**src/sv/cltp_pkg.sv**
```systemverilog
// ---------------------------------------------------------------------------
// Command line token parser: shared package
// Types, constants and keyword tables used by the parser's front end, the
// descriptor queue, the emitter and the top level.
// ---------------------------------------------------------------------------
`default_nettype none

package cltp_pkg;

  // Size limits of the words on one line.
  localparam int unsigned MAX_ARG_LEN    = 16;
  localparam int unsigned FIRST_WORD_CAP = 31;

  // Derived widths.
  localparam int unsigned ARG_IDX_W  = (MAX_ARG_LEN > 1) ? $clog2(MAX_ARG_LEN) : 1;
  localparam int unsigned WLEN_MAX   = (FIRST_WORD_CAP > MAX_ARG_LEN) ?
                                       FIRST_WORD_CAP : MAX_ARG_LEN;
  localparam int unsigned WLEN_W     = $clog2(WLEN_MAX + 1);
  localparam int unsigned LEN_W      = 5;
  localparam int unsigned RAM_ADDR_W = ARG_IDX_W + 2;
  localparam int unsigned RAM_DEPTH  = 2 ** RAM_ADDR_W;

  // Result buffer in the emitter.
  localparam int unsigned OUT_DEPTH = 4;
  localparam int unsigned OUT_PTR_W = 2;
  localparam int unsigned OUT_CNT_W = 3;

  // Character codes.
  localparam logic [7:0] CHAR_NUL   = 8'd0;
  localparam logic [7:0] CHAR_SPACE = 8'd32;
  localparam logic [7:0] CHAR_ZERO  = 8'd48;
  localparam logic [7:0] CHAR_NINE  = 8'd57;

  // Numeric bounds of the set-param arguments.
  localparam logic [19:0] CTL_BOUND = 20'd65535;
  localparam logic [10:0] VAL_BOUND = 11'd127;

  // Bits of the number error flags.
  localparam logic NUM_ERR_CTL = 1'b0;
  localparam logic NUM_ERR_VAL = 1'b1;

  // Argument store selection inside one bank.
  localparam logic STORE_FIRST  = 1'b0;
  localparam logic STORE_SECOND = 1'b1;

  // Keyword table. Entries 0..4 are the commands, entries 5 and 6 the two
  // port names that may precede a command.
  localparam int unsigned KW_COUNT   = 7;
  localparam int unsigned KW_MAX_LEN = 13;
  localparam int unsigned KW_POS_W   = 4;

  localparam logic [KW_COUNT-1:0] KW_MASK_ALL  = 7'h7F;
  localparam logic [KW_COUNT-1:0] KW_CMD_MASK  = 7'h1F;
  localparam logic [KW_COUNT-1:0] KW_PORT_MASK = 7'h60;

  localparam logic [3:0] KW_LEN [KW_COUNT] = '{
    4'd4, 4'd4, 4'd8, 4'd9, 4'd10, 4'd13, 4'd11
  };

  localparam logic [7:0] KW_TEXT [KW_COUNT][KW_MAX_LEN] = '{
    '{8'h50, 8'h4C, 8'h41, 8'h59, 8'h00, 8'h00, 8'h00, 8'h00, 8'h00, 8'h00,
      8'h00, 8'h00, 8'h00},
    '{8'h53, 8'h54, 8'h4F, 8'h50, 8'h00, 8'h00, 8'h00, 8'h00, 8'h00, 8'h00,
      8'h00, 8'h00, 8'h00},
    '{8'h4F, 8'h50, 8'h45, 8'h4E, 8'h53, 8'h4F, 8'h4E, 8'h47, 8'h00, 8'h00,
      8'h00, 8'h00, 8'h00},
    '{8'h45, 8'h58, 8'h50, 8'h4F, 8'h52, 8'h54, 8'h57, 8'h41, 8'h56, 8'h00,
      8'h00, 8'h00, 8'h00},
    '{8'h53, 8'h45, 8'h54, 8'h52, 8'h50, 8'h50, 8'h41, 8'h52, 8'h41, 8'h4D,
      8'h00, 8'h00, 8'h00},
    '{8'h52, 8'h45, 8'h49, 8'h4E, 8'h43, 8'h41, 8'h52, 8'h4E, 8'h41, 8'h54,
      8'h49, 8'h4F, 8'h4E},
    '{8'h52, 8'h45, 8'h42, 8'h49, 8'h52, 8'h54, 8'h48, 8'h41, 8'h52, 8'h4F,
      8'h53, 8'h00, 8'h00}
  };

  // Result kinds.
  typedef enum logic [1:0] {
    KIND_HEADER = 2'd0,
    KIND_ARG1   = 2'd1,
    KIND_ARG2   = 2'd2
  } kind_e;

  // Command codes.
  typedef enum logic [2:0] {
    CMD_NONE       = 3'd0,
    CMD_PLAY       = 3'd1,
    CMD_STOP       = 3'd2,
    CMD_OPEN_SONG  = 3'd3,
    CMD_EXPORT_WAV = 3'd4,
    CMD_SET_PARAM  = 3'd5
  } cmd_e;

  // Emitter states.
  typedef enum logic [1:0] {
    BK_HDR  = 2'd0,
    BK_ARG1 = 2'd1,
    BK_ARG2 = 2'd2
  } bk_state_e;

  // Input word.
  typedef struct packed {
    logic [7:0] ch;
    logic       end_of_line;
  } in_item_t;

  // Result word.
  typedef struct packed {
    kind_e            kind;
    logic             status;
    cmd_e             command;
    logic [15:0]      control_number;
    logic [6:0]       param_value;
    logic [LEN_W-1:0] first_arg_length;
    logic [LEN_W-1:0] second_arg_length;
    logic [7:0]       arg_char;
    logic             last_of_run;
  } out_item_t;

  // Finished line, handed from the front end to the emitter.
  typedef struct packed {
    logic             status;
    cmd_e             command;
    logic [15:0]      control_number;
    logic [6:0]       param_value;
    logic [LEN_W-1:0] n1;
    logic [LEN_W-1:0] n2;
    logic             sel1;
  } desc_t;

  // Write request into the argument store.
  typedef struct packed {
    logic                  we;
    logic [RAM_ADDR_W-1:0] addr;
    logic [7:0]            data;
  } ram_wr_t;

endpackage

`default_nettype wire

```
**src/sv/cltp_ram.sv**
```systemverilog
// ---------------------------------------------------------------------------
// Generic RAM
// One write port and one read port with registered read data.
// ---------------------------------------------------------------------------
`default_nettype none

module cltp_ram #(
  parameter int unsigned WIDTH = 8,
  parameter int unsigned DEPTH = 64
) (
  input  logic                     clk_i,
  input  logic                     we_i,
  input  logic [$clog2(DEPTH)-1:0] waddr_i,
  input  logic [WIDTH-1:0]         wdata_i,
  input  logic                     re_i,
  input  logic [$clog2(DEPTH)-1:0] raddr_i,
  output logic [WIDTH-1:0]         rdata_o
);

  logic [WIDTH-1:0] mem_q [DEPTH];
  logic [WIDTH-1:0] rdata_q;

  // Write port.
  always_ff @(posedge clk_i) begin
    if (we_i) begin
      mem_q[waddr_i] <= wdata_i;
    end
  end

  // Registered read port.
  always_ff @(posedge clk_i) begin
    if (re_i) begin
      rdata_q <= mem_q[raddr_i];
    end
  end

  assign rdata_o = rdata_q;

endmodule

`default_nettype wire

```
**src/sv/cltp_front.sv**
```systemverilog
// ---------------------------------------------------------------------------
// Command line token parser: front end
// Takes one character word per cycle while the line queue has room, splits the
// line into words, matches keywords, accumulates numbers and writes argument
// characters into the store; the end word pushes a finished line descriptor.
// ---------------------------------------------------------------------------
`default_nettype none

module cltp_front import cltp_pkg::*; (
  input  logic     clk_i,
  input  logic     rst_ni,
  input  logic     push_i,
  input  in_item_t in_i,
  input  logic     queue_full_i,
  input  logic     wbank_i,
  output logic     desc_push_o,
  output desc_t    desc_o,
  output ram_wr_t  ram_wr_o
);

  // Per-line state.
  logic [1:0]          wi_q, wi_d;
  logic [WLEN_W-1:0]   wlen_q, wlen_d;
  logic                port_q, port_d;
  logic [KW_COUNT-1:0] mask_q, mask_d;
  logic                line_err_q, line_err_d;
  logic [LEN_W-1:0]    n1_q, n1_d;
  logic [LEN_W-1:0]    n2_q, n2_d;
  logic [15:0]         ctl_q, ctl_d;
  logic [6:0]          val_q, val_d;
  logic [1:0]          num_err_q, num_err_d;

  logic accept;
  logic matching;

  // State after closing the current word.
  logic [KW_COUNT-1:0] exact;
  logic [1:0]          fin_wi;
  logic                fin_port;
  logic [KW_COUNT-1:0] fin_mask;
  logic [LEN_W-1:0]    fin_n1;
  logic [LEN_W-1:0]    fin_n2;

  // Character handling.
  logic [WLEN_W-1:0]   cap;
  logic                take_err;
  logic [KW_COUNT-1:0] tk_mask;
  logic                is_digit;
  logic [3:0]          digit;
  logic [19:0]         ctl_t;
  logic [10:0]         val_t;
  logic                nbit;

  // Line check.
  logic       err;
  logic [1:0] nw;
  logic [1:0] need;
  cmd_e       cmd;

  assign accept   = push_i && !queue_full_i;
  assign matching = (wi_q == 2'd0) || ((wi_q == 2'd1) && port_q);

  // Effect of closing the current word.
  always_comb begin
    for (int k = 0; k < KW_COUNT; k++) begin
      exact[k] = (WLEN_W'(KW_LEN[k]) == wlen_q);
    end
    exact    = exact & mask_q;
    fin_wi   = wi_q;
    fin_port = port_q;
    fin_mask = mask_q;
    fin_n1   = n1_q;
    fin_n2   = n2_q;
    if (wlen_q != '0) begin
      if (matching) begin
        if ((wi_q == 2'd0) && ((exact & KW_PORT_MASK) != '0)) begin
          fin_port = 1'b1;
          fin_mask = KW_MASK_ALL;
        end else begin
          fin_mask = exact & KW_CMD_MASK;
        end
      end
      if (wi_q == 2'd1) begin
        fin_n1 = LEN_W'(wlen_q);
      end else if (wi_q == 2'd2) begin
        fin_n2 = LEN_W'(wlen_q);
      end
      if (wi_q != 2'd3) begin
        fin_wi = wi_q + 2'd1;
      end
    end
  end

  // Keyword narrowing and number accumulation for one character.
  always_comb begin
    cap      = (wi_q == 2'd0) ? WLEN_W'(FIRST_WORD_CAP) : WLEN_W'(MAX_ARG_LEN);
    take_err = (wi_q == 2'd3) || (wlen_q >= cap);
    tk_mask  = mask_q;
    for (int k = 0; k < KW_COUNT; k++) begin
      if ((wlen_q >= WLEN_W'(KW_LEN[k])) ||
          (KW_TEXT[k][wlen_q[KW_POS_W-1:0]] != in_i.ch)) begin
        tk_mask[k] = 1'b0;
      end
    end
    is_digit = (in_i.ch >= CHAR_ZERO) && (in_i.ch <= CHAR_NINE);
    digit    = 4'(in_i.ch - CHAR_ZERO);
    ctl_t    = (20'(ctl_q) << 3) + (20'(ctl_q) << 1) + 20'(digit);
    val_t    = (11'(val_q) << 3) + (11'(val_q) << 1) + 11'(digit);
    nbit     = (wi_q == 2'd2) ? NUM_ERR_VAL : NUM_ERR_CTL;
  end

  // Next-state logic of the per-line state and store writes.
  always_comb begin
    wi_d          = wi_q;
    wlen_d        = wlen_q;
    port_d        = port_q;
    mask_d        = mask_q;
    line_err_d    = line_err_q;
    n1_d          = n1_q;
    n2_d          = n2_q;
    ctl_d         = ctl_q;
    val_d         = val_q;
    num_err_d     = num_err_q;
    desc_push_o   = 1'b0;
    ram_wr_o.we   = 1'b0;
    ram_wr_o.addr = {wbank_i, (wi_q == 2'd2) ? STORE_SECOND : STORE_FIRST,
                     wlen_q[ARG_IDX_W-1:0]};
    ram_wr_o.data = in_i.ch;
    if (accept) begin
      if (in_i.end_of_line) begin
        desc_push_o = 1'b1;
        wi_d        = '0;
        wlen_d      = '0;
        port_d      = 1'b0;
        mask_d      = KW_MASK_ALL;
        line_err_d  = 1'b0;
        n1_d        = '0;
        n2_d        = '0;
        ctl_d       = '0;
        val_d       = '0;
        num_err_d   = '0;
      end else if (!line_err_q && (in_i.ch != CHAR_NUL)) begin
        if (in_i.ch == CHAR_SPACE) begin
          if (wlen_q == '0) begin
            line_err_d = 1'b1;
          end else begin
            wi_d   = fin_wi;
            port_d = fin_port;
            mask_d = fin_mask;
            n1_d   = fin_n1;
            n2_d   = fin_n2;
            wlen_d = '0;
          end
        end else if (take_err) begin
          line_err_d = 1'b1;
        end else begin
          if (matching) begin
            mask_d = tk_mask;
          end
          if ((wi_q == 2'd1) || (wi_q == 2'd2)) begin
            ram_wr_o.we = 1'b1;
            if (!num_err_q[nbit]) begin
              if (!is_digit) begin
                num_err_d[nbit] = 1'b1;
              end else if (wi_q == 2'd1) begin
                if (ctl_t > CTL_BOUND) begin
                  num_err_d[nbit] = 1'b1;
                end else begin
                  ctl_d = ctl_t[15:0];
                end
              end else begin
                if (val_t > VAL_BOUND) begin
                  num_err_d[nbit] = 1'b1;
                end else begin
                  val_d = val_t[6:0];
                end
              end
            end
          end
          wlen_d = wlen_q + WLEN_W'(1);
        end
      end
    end
  end

  // Line check and descriptor for the end word.
  always_comb begin
    err  = line_err_q || (fin_wi == 2'd0);
    nw   = fin_wi;
    if (fin_port) begin
      if (nw < 2'd2) begin
        err = 1'b1;
      end else begin
        nw = nw - 2'd1;
      end
    end
    if (fin_mask[0]) begin
      cmd = CMD_PLAY;
    end else if (fin_mask[1]) begin
      cmd = CMD_STOP;
    end else if (fin_mask[2]) begin
      cmd = CMD_OPEN_SONG;
    end else if (fin_mask[3]) begin
      cmd = CMD_EXPORT_WAV;
    end else if (fin_mask[4]) begin
      cmd = CMD_SET_PARAM;
    end else begin
      cmd = CMD_NONE;
    end
    if ((cmd == CMD_NONE) || (fin_mask == KW_MASK_ALL)) begin
      err = 1'b1;
    end
    case (cmd)
      CMD_PLAY, CMD_STOP: need = 2'd1;
      CMD_OPEN_SONG:      need = 2'd2;
      default:            need = 2'd3;
    endcase
    if (nw != need) begin
      err = 1'b1;
    end
    desc_o = '0;
    if (!err) begin
      case (cmd)
        CMD_OPEN_SONG: begin
          desc_o.sel1 = fin_port ? STORE_SECOND : STORE_FIRST;
          desc_o.n1   = fin_port ? fin_n2 : fin_n1;
        end
        CMD_EXPORT_WAV: begin
          desc_o.n1 = fin_n1;
          desc_o.n2 = fin_n2;
        end
        CMD_SET_PARAM: begin
          if (num_err_q != '0) begin
            err = 1'b1;
          end
          desc_o.control_number = ctl_q;
          desc_o.param_value    = val_q;
        end
        default: begin
        end
      endcase
    end
    if (err) begin
      desc_o        = '0;
      desc_o.status = 1'b1;
    end else begin
      desc_o.command = cmd;
    end
  end

  // State registers.
  always_ff @(posedge clk_i or negedge rst_ni) begin
    if (!rst_ni) begin
      wi_q       <= '0;
      wlen_q     <= '0;
      port_q     <= 1'b0;
      mask_q     <= KW_MASK_ALL;
      line_err_q <= 1'b0;
      n1_q       <= '0;
      n2_q       <= '0;
      ctl_q      <= '0;
      val_q      <= '0;
      num_err_q  <= '0;
    end else begin
      wi_q       <= wi_d;
      wlen_q     <= wlen_d;
      port_q     <= port_d;
      mask_q     <= mask_d;
      line_err_q <= line_err_d;
      n1_q       <= n1_d;
      n2_q       <= n2_d;
      ctl_q      <= ctl_d;
      val_q      <= val_d;
      num_err_q  <= num_err_d;
    end
  end

endmodule

`default_nettype wire

```
**src/sv/cltp_desc_queue.sv**
```systemverilog
// ---------------------------------------------------------------------------
// Command line token parser: line descriptor queue
// Two-entry queue of finished lines. The entry position also names the bank
// of the argument store that holds the line's characters.
// ---------------------------------------------------------------------------
`default_nettype none

module cltp_desc_queue import cltp_pkg::*; (
  input  logic  clk_i,
  input  logic  rst_ni,
  input  logic  push_i,
  input  desc_t desc_i,
  input  logic  pop_i,
  output logic  full_o,
  output logic  empty_o,
  output desc_t head_o,
  output logic  wbank_o,
  output logic  rbank_o
);

  desc_t      entry_q [2];
  logic       wptr_q, wptr_d;
  logic       rptr_q, rptr_d;
  logic [1:0] cnt_q, cnt_d;

  assign full_o  = (cnt_q == 2'd2);
  assign empty_o = (cnt_q == 2'd0);
  assign head_o  = entry_q[rptr_q];
  assign wbank_o = wptr_q;
  assign rbank_o = rptr_q;

  // Pointer and count update.
  always_comb begin
    wptr_d = wptr_q;
    rptr_d = rptr_q;
    cnt_d  = cnt_q;
    if (push_i) begin
      wptr_d = ~wptr_q;
    end
    if (pop_i) begin
      rptr_d = ~rptr_q;
    end
    cnt_d = cnt_q + {1'b0, push_i} - {1'b0, pop_i};
  end

  always_ff @(posedge clk_i or negedge rst_ni) begin
    if (!rst_ni) begin
      wptr_q <= 1'b0;
      rptr_q <= 1'b0;
      cnt_q  <= '0;
    end else begin
      wptr_q <= wptr_d;
      rptr_q <= rptr_d;
      cnt_q  <= cnt_d;
    end
  end

  // Entry storage.
  always_ff @(posedge clk_i) begin
    if (push_i) begin
      entry_q[wptr_q] <= desc_i;
    end
  end

  // A push never lands on a full queue, since the front end stalls then.
  a_no_push_when_full: assert property (@(posedge clk_i) disable iff (!rst_ni)
    full_o |-> !push_i)
    else $error("descriptor pushed into a full queue");

endmodule

`default_nettype wire

```
**src/sv/cltp_back.sv**
```systemverilog
// ---------------------------------------------------------------------------
// Command line token parser: result emitter
// Walks the head line descriptor, issues the header and the argument
// character reads, and buffers results in a small queue toward the output.
// ---------------------------------------------------------------------------
`default_nettype none

module cltp_back import cltp_pkg::*; (
  input  logic                  clk_i,
  input  logic                  rst_ni,
  input  logic                  desc_empty_i,
  input  desc_t                 desc_i,
  input  logic                  rbank_i,
  output logic                  desc_pop_o,
  output logic                  ram_re_o,
  output logic [RAM_ADDR_W-1:0] ram_raddr_o,
  input  logic [7:0]            ram_rdata_i,
  output logic                  empty,
  input  logic                  pop,
  output out_item_t             out_o
);

  bk_state_e            state_q, state_d;
  logic [ARG_IDX_W-1:0] idx_q, idx_d;

  logic      issue;
  out_item_t iss_item;
  logic      iss_is_char;
  logic      char_last1;
  logic      char_last2;

  // Read pipeline stage, one result in flight.
  logic      s1_valid_q;
  out_item_t s1_item_q;
  logic      s1_is_char_q;
  out_item_t s1_out;

  // Result queue.
  out_item_t            fifo_q [OUT_DEPTH];
  logic [OUT_PTR_W-1:0] fwptr_q, frptr_q;
  logic [OUT_CNT_W-1:0] fcnt_q, fcnt_d;
  logic                 fpop;

  assign issue = !desc_empty_i &&
                 ((fcnt_q + OUT_CNT_W'(s1_valid_q)) < OUT_CNT_W'(OUT_DEPTH));

  assign char_last1 = ((6'(idx_q) + 6'd1) == 6'(desc_i.n1));
  assign char_last2 = ((6'(idx_q) + 6'd1) == 6'(desc_i.n2));

  // Sequencer over the results of the head line.
  always_comb begin
    state_d              = state_q;
    idx_d                = idx_q;
    desc_pop_o           = 1'b0;
    ram_re_o             = 1'b0;
    ram_raddr_o          = {rbank_i, STORE_SECOND, idx_q};
    iss_is_char          = 1'b0;
    iss_item             = '0;
    iss_item.kind        = KIND_HEADER;
    unique case (state_q)
      BK_HDR: begin
        iss_item.status            = desc_i.status;
        iss_item.command           = desc_i.command;
        iss_item.control_number    = desc_i.control_number;
        iss_item.param_value       = desc_i.param_value;
        iss_item.first_arg_length  = desc_i.n1;
        iss_item.second_arg_length = desc_i.n2;
        iss_item.last_of_run       = (desc_i.n1 == '0) && (desc_i.n2 == '0);
        if (issue) begin
          idx_d = '0;
          if (iss_item.last_of_run) begin
            desc_pop_o = 1'b1;
          end else if (desc_i.n1 != '0) begin
            state_d = BK_ARG1;
          end else begin
            state_d = BK_ARG2;
          end
        end
      end
      BK_ARG1: begin
        iss_item.kind        = KIND_ARG1;
        iss_item.last_of_run = char_last1 && (desc_i.n2 == '0);
        iss_is_char          = 1'b1;
        ram_raddr_o          = {rbank_i, desc_i.sel1, idx_q};
        if (issue) begin
          ram_re_o = 1'b1;
          if (char_last1) begin
            idx_d = '0;
            if (desc_i.n2 != '0) begin
              state_d = BK_ARG2;
            end else begin
              state_d    = BK_HDR;
              desc_pop_o = 1'b1;
            end
          end else begin
            idx_d = idx_q + ARG_IDX_W'(1);
          end
        end
      end
      BK_ARG2: begin
        iss_item.kind        = KIND_ARG2;
        iss_item.last_of_run = char_last2;
        iss_is_char          = 1'b1;
        if (issue) begin
          ram_re_o = 1'b1;
          if (char_last2) begin
            idx_d      = '0;
            state_d    = BK_HDR;
            desc_pop_o = 1'b1;
          end else begin
            idx_d = idx_q + ARG_IDX_W'(1);
          end
        end
      end
      default: begin
        state_d = BK_HDR;
      end
    endcase
  end

  always_ff @(posedge clk_i or negedge rst_ni) begin
    if (!rst_ni) begin
      state_q <= BK_HDR;
      idx_q   <= '0;
    end else begin
      state_q <= state_d;
      idx_q   <= idx_d;
    end
  end

  // Stage that waits for the registered store read.
  always_ff @(posedge clk_i or negedge rst_ni) begin
    if (!rst_ni) begin
      s1_valid_q <= 1'b0;
    end else begin
      s1_valid_q <= issue;
    end
  end

  always_ff @(posedge clk_i) begin
    if (issue) begin
      s1_item_q    <= iss_item;
      s1_is_char_q <= iss_is_char;
    end
  end

  always_comb begin
    s1_out          = s1_item_q;
    s1_out.arg_char = s1_is_char_q ? ram_rdata_i : 8'd0;
  end

  // Result queue toward the output ports.
  assign fpop  = pop && (fcnt_q != '0);
  assign empty = (fcnt_q == '0);
  assign out_o = fifo_q[frptr_q];

  always_comb begin
    fcnt_d = fcnt_q + OUT_CNT_W'(s1_valid_q) - OUT_CNT_W'(fpop);
  end

  always_ff @(posedge clk_i or negedge rst_ni) begin
    if (!rst_ni) begin
      fwptr_q <= '0;
      frptr_q <= '0;
      fcnt_q  <= '0;
    end else begin
      fcnt_q <= fcnt_d;
      if (s1_valid_q) begin
        fwptr_q <= fwptr_q + OUT_PTR_W'(1);
      end
      if (fpop) begin
        frptr_q <= frptr_q + OUT_PTR_W'(1);
      end
    end
  end

  always_ff @(posedge clk_i) begin
    if (s1_valid_q) begin
      fifo_q[fwptr_q] <= s1_out;
    end
  end

  // The head descriptor is retired only while one is present.
  a_pop_needs_desc: assert property (@(posedge clk_i) disable iff (!rst_ni)
    desc_pop_o |-> !desc_empty_i)
    else $error("descriptor retired from an empty queue");

  // A result coming out of the read stage always finds room.
  a_room_for_read: assert property (@(posedge clk_i) disable iff (!rst_ni)
    s1_valid_q |-> (fcnt_q < OUT_CNT_W'(OUT_DEPTH)))
    else $error("result queue overflow");

  // Character results are only issued while a line is at the head.
  a_read_needs_line: assert property (@(posedge clk_i) disable iff (!rst_ni)
    ram_re_o |-> (!desc_empty_i && (state_q != BK_HDR)))
    else $error("argument read without a line");

endmodule

`default_nettype wire

```
**src/sv/command_line_token_parser_core.sv**
```systemverilog
// ---------------------------------------------------------------------------
// Command line token parser
// Splits a text line into words, recognizes the command and its arguments,
// and returns a header word followed by the argument characters.
// ---------------------------------------------------------------------------
// The block takes one input word per clock cycle while full is low, characters
// and end words alike, and gives at most one result word per cycle. A line
// closed by an end word produces 1 + n1 + n2 results (header, then first and
// second argument characters). The header reaches the result ports through
// the line queue, the read stage and the result queue.
// Argument characters sit in a store of two banks, one per finished line, so
// the input side keeps taking characters while an earlier line is still being
// emitted; full rises only while two finished lines wait on the result side.
// ---------------------------------------------------------------------------
`default_nettype none

module command_line_token_parser_core import cltp_pkg::*; (
  input  logic      clk_i,
  input  logic      rst_ni,
  input  logic      push,
  output logic      full,
  input  in_item_t  in_data_i,
  output logic      empty,
  input  logic      pop,
  output out_item_t out_data_o
);

  logic                  desc_push;
  desc_t                 desc_in;
  logic                  desc_pop;
  logic                  desc_full;
  logic                  desc_empty;
  desc_t                 desc_head;
  logic                  wbank;
  logic                  rbank;
  ram_wr_t               ram_wr;
  logic                  ram_re;
  logic [RAM_ADDR_W-1:0] ram_raddr;
  logic [7:0]            ram_rdata;

  assign full = desc_full;

  // Word splitting and classification.
  cltp_front u_front (
    .clk_i        (clk_i),
    .rst_ni       (rst_ni),
    .push_i       (push),
    .in_i         (in_data_i),
    .queue_full_i (desc_full),
    .wbank_i      (wbank),
    .desc_push_o  (desc_push),
    .desc_o       (desc_in),
    .ram_wr_o     (ram_wr)
  );

  // Finished lines between the two halves.
  cltp_desc_queue u_desc_queue (
    .clk_i   (clk_i),
    .rst_ni  (rst_ni),
    .push_i  (desc_push),
    .desc_i  (desc_in),
    .pop_i   (desc_pop),
    .full_o  (desc_full),
    .empty_o (desc_empty),
    .head_o  (desc_head),
    .wbank_o (wbank),
    .rbank_o (rbank)
  );

  // Argument character store, two banks of two arguments.
  cltp_ram #(
    .WIDTH (8),
    .DEPTH (RAM_DEPTH)
  ) u_arg_ram (
    .clk_i   (clk_i),
    .we_i    (ram_wr.we),
    .waddr_i (ram_wr.addr),
    .wdata_i (ram_wr.data),
    .re_i    (ram_re),
    .raddr_i (ram_raddr),
    .rdata_o (ram_rdata)
  );

  // Result emission.
  cltp_back u_back (
    .clk_i        (clk_i),
    .rst_ni       (rst_ni),
    .desc_empty_i (desc_empty),
    .desc_i       (desc_head),
    .rbank_i      (rbank),
    .desc_pop_o   (desc_pop),
    .ram_re_o     (ram_re),
    .ram_raddr_o  (ram_raddr),
    .ram_rdata_i  (ram_rdata),
    .empty        (empty),
    .pop          (pop),
    .out_o        (out_data_o)
  );

endmodule

`default_nettype wire

```
**config.mk**
```make
export PLATFORM = sky130hd
export DESIGN_NAME = command_line_token_parser_core
export DESIGN_NICKNAME = d
export VERILOG_FILES = /design/src/sv/cltp_pkg.sv /design/src/sv/cltp_ram.sv /design/src/sv/cltp_front.sv /design/src/sv/cltp_desc_queue.sv /design/src/sv/cltp_back.sv /design/src/sv/command_line_token_parser_core.sv
export SDC_FILE = /design/constraint.sdc
export NUM_CORES = 1
export LEC_CHECK = 0
export BUFFER_PORTS_ARGS = -buffer_cell sky130_fd_sc_hd__buf_2
export CAP_MARGIN = 20
export CORE_ASPECT_RATIO = 1.1
export CORE_MARGIN = 4
export CORE_UTILIZATION = 40
export CTS_CLUSTER_SIZE = 20
export DETAILED_ROUTE_END_ITERATION = 10
export SYNTH_ARGS = -nofsm -noshare
export SYNTH_HDL_FRONTEND = slang
export SYNTH_SLANG_ARGS = --single-unit
```
**constraint.sdc**
```tcl
create_clock -name clk_i -period 7.61 [get_ports clk_i]
set_clock_uncertainty 0.1 [all_clocks]
set_input_delay 1.1415 -clock clk_i [delete_from_list [all_inputs] [get_ports clk_i]]
set_output_delay 1.1415 -clock clk_i [all_outputs]
set_load 0.05 [all_outputs]
```
==> flow_summary.yaml <==
power:
  swShare_pct: 32.4
  ir_drop_uv: 350
  clkPwrFrac_pct: 29.4
  power_frac_comb_pct: 26.9
  p_seq_share_pct: 43.7
  power_density_nw_per_um2: 348
  p_int_mw: 10.2
  p_switching_mw: 4.87
  p_leak_nw: 14.4
timing:
  clock.fmax_mhz: 201
  slew_viol_final: 0
  tightestPinTransition_ns: 0.997
  finalCritPeriodShare_pct: 65.5
  rsz0062_at_grt: "no"
  setup_viol: 0
  min_period_ns: 4.98
  fin_setup_tns_ns: 0
  whs_ns: 0.387
  relSlewSlack_pct: 33.3
  worst_slack_ns: 2.63
  hold_viol_final: 0
global_route:
  met3_usage_pct: 2.70
  globalRouteTotalUtil_pct: 17.1
  busiest_layer: "met2"
  grt_overflow_total: 0
  grt_max_degree: 84
  antenna_found_initial: 2
  use_met1_pct: 23.8
  use_met2_pct: 28.4
  grt_pass1_vias: 21240
  grt_pass1_wl_um: 135000
placed_design:
  place.gp.congestion: 0.875
  dp_hpwl_um: 55500
  dpl_worst_slack_ns: 2.01
  numPortBuffers: 62
  placed_cells: 3516
worst_hold_path:
  hp-class: "reg2reg"
  min_path_cells: 0
  worstHoldStart: "u_back.s1_item_q[41]"
  hold_end: "u_back.fifo_q[2][41]"
synth:
  synth_top_area_share_pct: 64.4
  syn_inst: 2276
  seq_area_frac_synth_pct: 68.9
  yosysWarnings: 0
  ys_seq_elements: 898
  synth-edff-count: 829
  async_flop_share_pct: 7.68
  ys.flop_type: "edfxtp_1"
  synth.area.top_cells: "edfxtp_1 (64%), mux4_2 (10%), dfrtp_1 (4.0%)"
  synthDistinctLibCells: 94
  synth_top_cell_by_area: "edfxtp_1"
  syn-cell-area_um2: 38600
  synth_nets: 2371
  avgSynthCellArea_um2: 17.0
critical_path:
  cp-start-kind: "primary input"
  crit_chain: "buf_2 > buf_4 > inv_1 > fa_1 > inv_1 > ha_1 > a211o_1 > a211oi_2 > o21bai_1 > a21oi_1 > o221ai_1 > or4_1 > mux2_1"
  crit_top_cell: "inv_1"
  r2r_cells: 10
  critPathArrivalTime_ns: 5.38
  r2r-start: "u_front.wlen_q[0]"
  cp_slowest_cell: "or4_1"
  required_ns: 8.01
  r2r-end: "u_arg_ram.mem_q[19][3]"
  cp_max_fo: 30
  crit_type: "in2reg"
  timing.reg2reg.setup_slack_ns: 2.95
  cp-end-kind: "flip-flop"
  slowest_delay_ns: 0.85
routing:
  drcViolationCount: 0
  wl_per_cell_um: 23.8
  first_pass_iters: 5
  drtIter0Drc: 1998
  viasPerCell: 5.55
  ant_nets: 0
  vias: 20458
  routed_wl_um: 87600
die:
  die_y_um: 334
  core-area_um2: 95700
  initial_core_util_pct: 40.3
  ios: 63
  die_w_um: 304
  rows: 119
  dieArea_um2: 102000
clocking:
  clk_pin_slew_ns: 0.06
  cts.htree.levels: 3
  cts_tree: "built"
  hold_buffers: 0
  clkSinkCount: 898
  cts_buffers: 88
  postCtsSetupRepairBufs: 0
  clk_latency_ns: 0.66
  ctsResizeCount: 0
  root_buffer: "clkbuf_16"
  cts_buffer_depth: 3
final_layout:
  fin_cells: 3683
  post_route_cells_drive_above_1_share_pct: 19.6
  final_nets: 2434
  syn_to_final_growth_pct: 12.1
  final_util_pct: 45.2
status:
  status: "complete, no violations"
run:
  drv_cap: 0
[per-layer routing]
layer / vias to the layer above / wire, µm
li1: 9108 / -
met1: 10503 / 37900
met2: 715 / 42400
met3: 132 / 5300
met4: 0 / 1990
met5: - / 0
[state kept, by name (all words and copies together), names as in the netlist, 4 cells and up]
name,count
u_front.ctl_q,16
u_front.val_q,7
u_desc_queue.entry_q,76
u_arg_ram.mem_q,512
u_back.s1_item_q,40
u_front.mask_q,7
u_back.idx_q,4
u_front.n1_q,5
u_arg_ram.rdata_o,8
u_back.fifo_q,192
u_front.wlen_q,5
u_front.n2_q,5
[cells in the mapped netlist (24+ instances only)]
cell and count:
o221ai_1 29, nor2b_1 47, nor2_1 136, edfxtp_1 829, inv_1 64, mux2i_1 130, nor3_1 24, clkbuf_1 63
mux4_2 173, xnor2_1 34, buf_2 27, a21oi_1 57, ha_1 78, o21ai_0 52, nand2_1 108, dfrtp_1 62
[worst max-delay path: cells and delay by family]
kind                     cells  cell delay [ns]
AND/OR/NAND/NOR              1             0.85
multiplexers                 1             0.46
adder cells (fa/ha/maj)      2             0.93
AO/OA/AOI/OAI                5             1.29
buffers and inverters        4             0.68
[cells in the final DEF, fill, tap and decap left out, types with 7 or more instances in the layout]
| master | instances |
|---|---|
| a211oi_1 | 7 |
| a21o_1 | 10 |
| a21oi_1 | 57 |
| and2_1 | 14 |
| buf_2 | 61 |
| buf_4 | 32 |
| bufinv_16 | 10 |
| clkbuf_1 | 16 |
| clkbuf_16 | 88 |
| clkbuf_8 | 8 |
| clkinv_1 | 17 |
| clkinv_2 | 10 |
| dfrtp_1 | 57 |
| dfstp_2 | 7 |
| edfxtp_1 | 829 |
| ha_1 | 78 |
| inv_1 | 64 |
| mux2i_1 | 130 |
| mux4_2 | 173 |
| nand2_1 | 108 |
| nand2b_1 | 12 |
| nand3_1 | 22 |
| nand4_1 | 16 |
| nor2_1 | 134 |
| nor2b_1 | 47 |
| nor3_1 | 24 |
| nor3_2 | 21 |
| nor4_1 | 14 |
| o2111ai_1 | 7 |
| o211ai_1 | 8 |
| o21a_1 | 7 |
| o21ai_0 | 52 |
| o221ai_1 | 29 |
| o22ai_1 | 19 |
| o31ai_1 | 9 |
| or3_1 | 8 |
| xnor2_1 | 34 |
| xor2_1 | 21 |
[cell families after synthesis]
kind of cell,after synthesis,share of synthesized area [%]
AO/OA/AOI/OAI,281,5.17
multiplexers,307,13.6
AND/OR/NAND/NOR,459,6.14
XOR/XNOR,56,1.29
adder cells (fa/ha/maj),82,2.73
buffers and inverters,193,2.16
flip-flops,898,68.9
[power groups by stage]
stage          logic (mW)  clock network, mW  registers [mW]
5_1_grt              4.36               4.75            6.64
2_1_floorplan        3.12                  0            6.50
6_report             4.05               4.43            6.57
3_3_place_gp         4.03                  0            6.64
3_5_place_dp         4.08                  0            6.69
4_1_cts              4.09               4.53            6.58
[layout make-up]
| type | instances | area (µm²) |
|---|---|---|
| sequential | 898 | 26600 |
| fill | 8083 | 52400 |
| inverter | 69 | 259 |
| clock buffer | 112 | 2370 |
| antenna | 1 | 2.50 |
| multi-input combinational | 1185 | 11200 |
| clock inverter | 51 | 622 |
| timing repair buffer | 97 | 633 |
| tap | 1270 | 1590 |
[metrics by stage]
step,total power [mW],instance area [µm²]
final,15.1,43300
after floorplan,9.62,38600
after CTS,15.2,43200
after global routing,15.8,43300
after global placement,10.7,40200
after detailed placement,10.8,40200
[worst max-delay path by stage]
stage | start | to | slack [ns]
4_1_cts | in_data_i[4] | u_front.ctl_q[12] | 2.67
3_5_place_dp | in_data_i[4] | u_front.ctl_q[12] | 2.01
3_3_place_gp | in_data_i[4] | u_front.ctl_q[12] | 1.98
2_1_floorplan | in_data_i[4] | u_front.ctl_q[12] | 3.14
5_1_grt | in_data_i[4] | u_front.ctl_q[12] | 2.46
6_report | in_data_i[4] | u_front.ctl_q[12] | 2.63
Power figures use the tool's default switching activity.
